==> src/utf8v_pkg.sv <==
// Package for the UTF-8 text validator.
// Holds verdict and failure codes and the structs passed between modules.
// No dependencies.
package utf8v_pkg;

    // Verdict reported on the final byte of a buffer
    typedef enum logic [2:0] {
        VERDICT_VALID     = 3'd0,
        VERDICT_BAD_LEAD  = 3'd1,
        VERDICT_BAD_CONT  = 3'd2,
        VERDICT_TRUNCATED = 3'd3,
        VERDICT_ALL_ASCII = 3'd4
    } verdict_t;

    // Sticky failure cause
    typedef enum logic [1:0] {
        CAUSE_NONE     = 2'd0,
        CAUSE_BAD_LEAD = 2'd1,
        CAUSE_BAD_CONT = 2'd2
    } cause_t;

    // Lead byte decode result
    typedef struct packed {
        logic       bad;     // 0x80-0xBF cannot start a sequence
        logic [2:0] extra;   // continuation bytes owed
    } lead_info_t;

    // One byte request handed to the scanner
    typedef struct packed {
        logic       step;    // request advances this cycle
        logic [7:0] text;
        logic       last;    // final byte of the buffer
    } scan_req_t;

endpackage

==> src/utf8v_lead_decode.sv <==
// Lead byte decoder for legacy 1 to 6 byte UTF-8 sequences.
// Depends on utf8v_pkg.
module utf8v_lead_decode (
    input  logic [7:0]             lead_byte,
    output utf8v_pkg::lead_info_t  info
);

    // Range compare, ASCII first, then highest codes down; 0xFE/0xFF decode as five-byte leads
    always_comb begin
        info.bad   = 1'b0;
        info.extra = 3'd0;
        priority if (lead_byte < 8'h80) begin
            info.extra = 3'd0;
        end else if (lead_byte == 8'hFC || lead_byte == 8'hFD) begin
            info.extra = 3'd5;
        end else if (lead_byte >= 8'hF8) begin
            info.extra = 3'd4;
        end else if (lead_byte >= 8'hF0) begin
            info.extra = 3'd3;
        end else if (lead_byte >= 8'hE0) begin
            info.extra = 3'd2;
        end else if (lead_byte >= 8'hC0) begin
            info.extra = 3'd1;
        end else begin
            info.bad = 1'b1;
        end
    end

endmodule

==> src/utf8v_scan.sv <==
// Per-buffer scan state: pending continuations, ASCII flag, sticky cause.
// Produces the verdict for the byte being stepped. Depends on utf8v_pkg
// and utf8v_lead_decode.
module utf8v_scan (
    input  logic                   aclk,
    input  logic                   aresetn,
    input  utf8v_pkg::scan_req_t   req,
    output utf8v_pkg::verdict_t    verdict
);

    logic [2:0]        pend_reg, pend_next, pend_upd;
    logic              ascii_reg, ascii_next, ascii_upd;
    utf8v_pkg::cause_t cause_reg, cause_next, cause_upd;
    utf8v_pkg::lead_info_t lead;

    utf8v_lead_decode u_lead (
        .lead_byte (req.text),
        .info      (lead)
    );

    // State after this byte; nothing changes once a failure is recorded
    always_comb begin
        pend_upd  = pend_reg;
        ascii_upd = ascii_reg;
        cause_upd = cause_reg;
        if (cause_reg == utf8v_pkg::CAUSE_NONE) begin
            ascii_upd = ascii_reg & ~req.text[7];
            if (pend_reg == 3'd0) begin
                if (lead.bad) begin
                    cause_upd = utf8v_pkg::CAUSE_BAD_LEAD;
                end else begin
                    pend_upd = lead.extra;
                end
            end else if (req.text[7:6] != 2'b10) begin
                cause_upd = utf8v_pkg::CAUSE_BAD_CONT;
            end else begin
                pend_upd = pend_reg - 3'd1;
            end
        end
    end

    // Verdict priority: failure, truncation, all ASCII, valid
    always_comb begin
        priority if (cause_upd == utf8v_pkg::CAUSE_BAD_LEAD) begin
            verdict = utf8v_pkg::VERDICT_BAD_LEAD;
        end else if (cause_upd != utf8v_pkg::CAUSE_NONE) begin
            verdict = utf8v_pkg::VERDICT_BAD_CONT;
        end else if (pend_upd != 3'd0) begin
            verdict = utf8v_pkg::VERDICT_TRUNCATED;
        end else if (ascii_upd) begin
            verdict = utf8v_pkg::VERDICT_ALL_ASCII;
        end else begin
            verdict = utf8v_pkg::VERDICT_VALID;
        end
    end

    // Final byte returns the scanner to its clean state
    always_comb begin
        pend_next  = pend_reg;
        ascii_next = ascii_reg;
        cause_next = cause_reg;
        if (req.step) begin
            if (req.last) begin
                pend_next  = 3'd0;
                ascii_next = 1'b1;
                cause_next = utf8v_pkg::CAUSE_NONE;
            end else begin
                pend_next  = pend_upd;
                ascii_next = ascii_upd;
                cause_next = cause_upd;
            end
        end
    end

    always_ff @(posedge aclk) begin
        if (!aresetn) begin
            pend_reg  <= 3'd0;
            ascii_reg <= 1'b1;
            cause_reg <= utf8v_pkg::CAUSE_NONE;
        end else begin
            pend_reg  <= pend_next;
            ascii_reg <= ascii_next;
            cause_reg <= cause_next;
        end
    end

endmodule

==> src/utf8_text_validator.sv <==
// Top level of the UTF-8 text validator: input register, scanner, result
// register. Depends on utf8v_pkg and utf8v_scan.
//
// Usage:
//   Bytes of a buffer arrive on the s_ channel (s_text_byte, s_final_byte)
//   under valid/ready, one request per byte; s_final_byte marks the last.
//   One result per buffer leaves on the m_ channel: m_verdict_code and
//   m_is_utf8 (high only for valid, non-ASCII-only legacy UTF-8).
//   Throughput is one byte per clock, buffers back to back, while results are taken.
//   A final byte passes through two register stages (input register, result
//   register) before its result shows on the m_ channel.
//   Only final bytes need the result register; other bytes always move on,
//   so a stalled receiver blocks the input only when a final byte waits
//   behind an unaccepted result.
//   Reset (aresetn low, synchronous) empties both stages and returns the
//   scan state to a fresh buffer: no pending continuations, ASCII flag set,
//   no failure recorded.
module utf8_text_validator (
    input  logic       aclk,
    input  logic       aresetn,
    input  logic       s_valid,
    output logic       s_ready,
    input  logic [7:0] s_text_byte,
    input  logic       s_final_byte,
    output logic       m_valid,
    input  logic       m_ready,
    output logic       m_is_utf8,
    output logic [2:0] m_verdict_code
);

    logic       in_valid_reg, in_valid_next;
    logic [7:0] in_byte_reg;
    logic       in_final_reg;
    logic       out_valid_reg, out_valid_next;
    logic       out_is_utf8_reg;
    logic [2:0] out_code_reg;
    logic       out_free, advance, load_out;

    utf8v_pkg::scan_req_t req;
    utf8v_pkg::verdict_t  verdict;

    // Stage handshakes
    assign out_free = !out_valid_reg || m_ready;
    assign advance  = in_valid_reg && (!in_final_reg || out_free);
    assign load_out = advance && in_final_reg;
    assign s_ready  = !in_valid_reg || advance;

    assign in_valid_next  = s_ready ? s_valid : in_valid_reg;
    assign out_valid_next = load_out ? 1'b1 : (m_ready ? 1'b0 : out_valid_reg);

    // Input register
    always_ff @(posedge aclk) begin
        if (!aresetn) begin
            in_valid_reg <= 1'b0;
        end else begin
            in_valid_reg <= in_valid_next;
        end
    end

    always_ff @(posedge aclk) begin
        if (s_valid && s_ready) begin
            in_byte_reg  <= s_text_byte;
            in_final_reg <= s_final_byte;
        end
    end

    // Scanner
    assign req.step = advance;
    assign req.text = in_byte_reg;
    assign req.last = in_final_reg;

    utf8v_scan u_scan (
        .aclk    (aclk),
        .aresetn (aresetn),
        .req     (req),
        .verdict (verdict)
    );

    // Result register
    always_ff @(posedge aclk) begin
        if (!aresetn) begin
            out_valid_reg <= 1'b0;
        end else begin
            out_valid_reg <= out_valid_next;
        end
    end

    always_ff @(posedge aclk) begin
        if (load_out) begin
            out_code_reg    <= verdict;
            out_is_utf8_reg <= (verdict == utf8v_pkg::VERDICT_VALID);
        end
    end

    assign m_valid        = out_valid_reg;
    assign m_is_utf8      = out_is_utf8_reg;
    assign m_verdict_code = out_code_reg;

endmodule

==> config.mk <==
export PLATFORM = sky130hd
export DESIGN_NAME = utf8_text_validator
export DESIGN_NICKNAME = d
export VERILOG_FILES = /design/src/utf8v_pkg.sv /design/src/utf8v_lead_decode.sv /design/src/utf8v_scan.sv /design/src/utf8_text_validator.sv
export SDC_FILE = /design/constraint.sdc
export NUM_CORES = 1
export LEC_CHECK = 0
export ABC_CLOCK_PERIOD_IN_PS = 1900
export BUFFER_PORTS_ARGS = -buffer_cell sky130_fd_sc_hd__buf_2
export CORE_MARGIN = 2
export CORE_UTILIZATION = 30
export CTS_CLUSTER_DIAMETER = 40
export DETAILED_ROUTE_END_ITERATION = 8
export PLACE_DENSITY = 0.6
export SLEW_MARGIN = 20
export SYNTH_ARGS = -nofsm -noshare
export SYNTH_HDL_FRONTEND = slang
export SYNTH_HIERARCHICAL = 1
export SYNTH_SLANG_ARGS = --single-unit
==> constraint.sdc <==
create_clock -name aclk -period 1.9 [get_ports aclk]
set_clock_uncertainty 0.05 [all_clocks]
set_input_delay 0.475 -clock aclk [delete_from_list [all_inputs] [get_ports aclk]]
set_output_delay 0.475 -clock aclk [all_outputs]
set_load 0.1 [all_outputs]
==> out/qor.yml, run 1 <==
place_hpwl_um: 1470
row_count: 20
clk_latency_ns: 0.30
synthToLayoutAreaGrowth_pct: 34.7
largest_reg_flops: 7
portBuffers: 17
status: "finished, violations left"
path_cells: "inv_2, ha_4, ha_4, or2_0, o22a_1, a311oi_2, and3b_1, nor3_1"
cp-end-kind: "register"
drv_cap: 0
cts_tree: "built"
max_slew_margin: 0.690
grt_pass1_vias: 768
path_delay_family: "simple AND/OR/NAND/NOR gates"
worstPathRequired_ns: 1.92
p_per_area_nw_per_um2: 715
critPathSlowestCell: "dfxtp_2"
ir_worst_vdd_v: 0.000392
start_kind: "register"
chipHeight_um: 60.9
hold_buffers: 0
vias: 760
slew_viol_final: 0
drt-pass1-iter-count: 4
root_buffer: "clkbuf_4"
wl_um: 1820
drive_above_1_share: 0.408
grt_first_pass_wirelength_um: 3150
path_class: "reg2reg"
synth_area_um2: 972
cp_max_fo: 7
worstMarginPinSlew_ns: 0.460
num_antenna_cells: 0
clk_path_buf_depth: 2
period_minus_slack_ns: 1.97
layout.nets: 141
min_path_type: "in2reg"
fin_util: 0.426
rsz0062_at_grt: "yes"
die_area_um2: 3710
die_width_um: 60.9
p_leak_uw: 0.000548
cts_buffers: 3
grt_overflow: 0
core-area_um2: 3080
wire_per_inst_um: 10.8
start_util: 0.316
syn_nets: 105
path_buf_inv: 1
layout_setup_ws_ns: -0.0708
drc: 0
cp_common_cell: "ha_4"
clkSlewWorstSetupHoldPaths_ns: 0.11
gp_congestion: 0.784
cp.arrival_ns: 1.99
numClockSinks: 20
ioPinCount: 19
max_freq_mhz: 507
avgSynthCellArea_um2: 10.8
drt-initial-drc-count: 10
grt_use_total: 0.116
antenna_found_initial: 0
grt_start_max_net_pins: 12
avgViaCountPerCell: 4.50
cts_htree_levels: 1
synth-warning-count: 6
power_uw: 936
setup_viol: 3
violations: "negative setup slack"
cp_slowest_stage_delay_ns: 0.36
fin_crit_sh: 1.04
hold_violations: 0
syn_inst: 90
antenna_left: 0
==> worst reg2reg max path, cell delays in order (launching register included) <==
cell and delay, ns:
dfxtp_2 0.36, inv_2 0.05, ha_4 0.15, ha_4 0.17, or2_0 0.20, o22a_1 0.19
a311oi_2 0.28, and3b_1 0.23, nor3_1 0.06
==> stage by stage <==
stage                     setup WS, ns  area, µm²  TNS [ns]  std cells  hold WS, ns
final                          -0.0708       1310   -0.0759        169        0.294
after global routing            -0.162       1310    -0.417        169        0.267
after CTS                      -0.0653       1290   -0.0653        169        0.280
after detailed placement        -0.129       1250    -0.156        163        0.392
after global placement         -0.0646       1250   -0.0646        163        0.384
after floorplan                -0.0708       1010   -0.0708         90        0.368
==> report_power, final <==
part	leakage, µW	internal (µW)	switching [µW]	total (µW)
Sequential	0.000182	488	14.0	502
Clock	0.0000154	76.7	127	203
Combinational	0.000351	105	126	231
Total	0.000548	669	267	936
==> cells in the final DEF, fill, tap and decap left out, types with 2 or more instances in the layout <==
cell type and instances:
nand2_1 3, nor2_1 11, buf_4 15, a21boi_1 3, ha_4 2, nand2b_1 2
a311oi_2 2, a21o_1 2, nor2b_1 5, edfxtp_1 12, inv_1 6, nand3_1 4
nor2b_2 2, clkbuf_4 3, a41oi_1 2, buf_2 16, dfxtp_2 3, nor3_1 2
dfxtp_1 5, o21ai_0 2, a21oi_1 3
==> what timing repair did <==
action	in CTS	in global routing
buffers inserted	2	0
pin swaps	5	1
endpoints found under the hold margin	0	0
resized for setup	3	3
endpoints found under the setup margin	3	4
==> layout make-up <==
| cell class | instances | area (µm²) |
|---|---|---|
| Fill cell | 313 | 1770 |
| Tap cell | 44 | 55.1 |
| Timing Repair Buffer | 32 | 213 |
| Clock inverter | 1 | 3.75 |
| Clock buffer | 3 | 22.5 |
| Sequential cell | 20 | 524 |
| Inverter | 7 | 26.3 |
| Multi-Input combinational cell | 62 | 465 |
==> path summary, 6_finish.rpt <==
kind / from / to / slack [ns] / depth (start not counted)
hold reg to reg: u_scan/ascii_reg$_SDFFE_PN1P_ / u_scan/ascii_reg$_SDFFE_PN1P_ / 0.42 / 1
setup / recovery: u_scan/pend_reg[0]$_SDFFE_PN0P_ / m_is_utf8$_DFFE_PP_ / -0.07 / 8
hold / removal: s_text_byte[5] / in_byte_reg[5]$_DFFE_PP_ / 0.29 / 1
setup reg to reg: u_scan/pend_reg[0]$_SDFFE_PN0P_ / m_is_utf8$_DFFE_PP_ / -0.07 / 8
==> per-layer routing <==
| layer | vias up | part of all wire | global-route usage |
|---|---|---|---|
| met5 | - | 0 | 0 |
| met4 | 0 | 0.0094 | 0.0280 |
| met3 | 3 | 0.039 | 0.0448 |
| met2 | 14 | 0.49 | 0.200 |
| met1 | 347 | 0.46 | 0.138 |
| li1 | 396 | - | - |
Note: power is estimated with default switching activity, not from simulation.
==> run 2: changes to the inputs <==
--- a/config.mk
+++ b/config.mk
@@ -8,10 +8,10 @@
 export ABC_CLOCK_PERIOD_IN_PS = 1900
 export BUFFER_PORTS_ARGS = -buffer_cell sky130_fd_sc_hd__buf_2
 export CORE_MARGIN = 2
-export CORE_UTILIZATION = 30
+export CORE_UTILIZATION = 45
 export CTS_CLUSTER_DIAMETER = 40
 export DETAILED_ROUTE_END_ITERATION = 8
-export PLACE_DENSITY = 0.6
+export PLACE_DENSITY = 0.8
 export SLEW_MARGIN = 20
 export SYNTH_ARGS = -nofsm -noshare
 export SYNTH_HDL_FRONTEND = slang
==> run 2 against run 1 <==
Against the previous run:
- the flow still finishes with violations (negative setup slack)
- cell area grew 3.9%
- non-clock buffer count grew 5
- die area shrank 31%
- count of clock-buffer cells in the layout is the same
- global-route usage grew 6.4 points
- routed wire length grew 13%
- combinational power grew 11%
- register-to-register slack gained 0.03 ns
- via count grew 11%
- sequential power is essentially flat
- first-iteration DRC count grew 50%
- utilization grew 25 points
- critical path type unchanged
==> out/qor.yml, run 2 (synthesized netlist as in run 1, its figures left out) <==
core-area_um2: 2000
period_minus_slack_ns: 1.94
max_slew_margin: 0.680
grt_first_pass_wirelength_um: 3480
layout.nets: 146
chipHeight_um: 50.5
final_common_cell: "buf_4"
combPwrFrac: 0.232
placedCellCount: 147
tns_ns: -0.0734
r2r_cells: 7
start_kind: "register"
clk_path_buf_depth: 2
worstPathRequired_ns: 1.92
fin_cells: 157
vias: 841
ir_worst_vdd_v: 0.000524
synthToLayoutAreaGrowth_pct: 40.0
status: "finished, violations left"
cp.arrival_ns: 1.96
die_width_um: 50.5
cp_max_fo: 2
path_class: "reg2reg"
grt_start_max_net_pins: 13
antenna_left: 0
gp_congestion: 0.770
p_per_area_nw_per_um2: 810
avgViaCountPerCell: 5.36
setup_viol: 2
root_buffer: "clkbuf_4"
final_cell_mix: "buf_4, buf_2, edfxtp_1, nor2_1"
fill_cells: 149
cts_htree_levels: 1
slew_viol_final: 0
ioPinCount: 19
layout_setup_ws_ns: -0.0394
power.internal_uw: 822
p_sw_frac: 0.255
grt_overflow: 0
drc: 0
grt_pass1_vias: 875
violations: "negative setup slack"
fin_crit_sh: 1.02
antenna_found_initial: 0
drv_cap: 0
drt-pass1-iter-count: 4
hold_buffers: 0
power.switching_uw: 281
max_freq_mhz: 516
p_clk_frac: 0.311
hold_path_depth: 1
cp-end-kind: "register"
clkSlewWorstSetupHoldPaths_ns: 0.11
num_antenna_cells: 0
portBuffers: 17
numClockSinks: 20
power_frac_seq: 0.457
drive_above_1_share: 0.469
grt_use_total: 0.181
die_area_um2: 2550
cts_buffers: 3
drt-initial-drc-count: 15
row_count: 16
rsz0062_at_grt: "yes"
min_path_type: "in2reg"
place_hpwl_um: 1500
worstMarginPinSlew_ns: 0.483
p_leak_uw: 0.000585
fin_util: 0.680
start_util: 0.486
hold_violations: 0
cts_tree: "built"
largest_reg_flops: 7
wire_per_inst_um: 13.1
wl_um: 2050
clk_latency_ns: 0.30
[run 2: cell count changes in the layout (fill, tap and decap cells not counted)]
cell,previous run,this run
nor3_2,0,1
or2_1,0,1
nor3_1,2,1
nor2_1,11,10
inv_1,6,5
bufinv_16,0,1
and3b_2,0,1
or2_0,1,0
clkinv_1,1,0
and3b_1,1,0
buf_4,15,20
inv_2,1,2
nor2_2,1,2
[run 2: final timing paths]
kind,startpoint,endpoint,slack [ns]
hold reg to reg,u_scan/ascii_reg$_SDFFE_PN1P_,u_scan/ascii_reg$_SDFFE_PN1P_,0.41
setup reg to reg,in_byte_reg[5]$_DFFE_PP_,m_verdict_code[2]$_DFFE_PP_,-0.04
setup / recovery,in_byte_reg[5]$_DFFE_PP_,m_verdict_code[2]$_DFFE_PP_,-0.04
hold / removal,s_text_byte[5],in_byte_reg[5]$_DFFE_PP_,0.29
[run 2: what timing repair did]
action / in CTS / in global routing
endpoints found under the setup margin: 3 / 5
pin swaps: 6 / 7
buffers inserted: 4 / 2
gates resized for setup: 5 / 6
[run 2: area by class of cell]
cell class / count / area [µm²] / area share
Timing Repair Buffer: 37 / 250 / 0.184
Sequential cell: 20 / 524 / 0.385
Tap cell: 27 / 33.8 / 0.0248
Inverter: 7 / 26.3 / 0.0193
Clock buffer: 3 / 22.5 / 0.0165
Multi-Input combinational cell: 62 / 474 / 0.348
Clock inverter: 1 / 30.0 / 0.0221
[run 2: stage by stage]
step / worst slack, ns / cell area (µm²) / hold WS (ns) / total power, µW
CTS: -0.0719 / 1330 / 0.283 / 1100
floorplan: -0.0708 / 1010 / 0.368 / 654
finish: -0.0394 / 1360 / 0.293 / 1100
detailed placement: -0.0596 / 1240 / 0.390 / 737
global route: -0.146 / 1360 / 0.274 / 1150
global placement: -0.0275 / 1240 / 0.384 / 727
[run 2: power groups by stage]
stage	logic [µW]	registers [µW]	clock network (µW)
5_1_grt	276	507	366
2_1_floorplan	105	549	0
6_report	256	503	343
3_3_place_gp	216	511	0
3_5_place_dp	224	512	0
4_1_cts	242	503	353
[run 2: routing by layer]
metal	up-vias	global-route usage	share of wire
li1	407	-	-
met1	398	0.183	0.39
met2	34	0.368	0.56
met3	2	0.0179	0.044
met4	0	0.0721	0.0068
met5	-	0	0
[run 2: worst max-delay path, stage by stage (launching register included)]
cell      delay, ns
edfxtp_1       0.41
buf_4          0.15
a311oi_2       0.32
nor4_2         0.09
o21ai_1        0.20
a311oi_2       0.13
and3b_2        0.24
buf_4          0.13
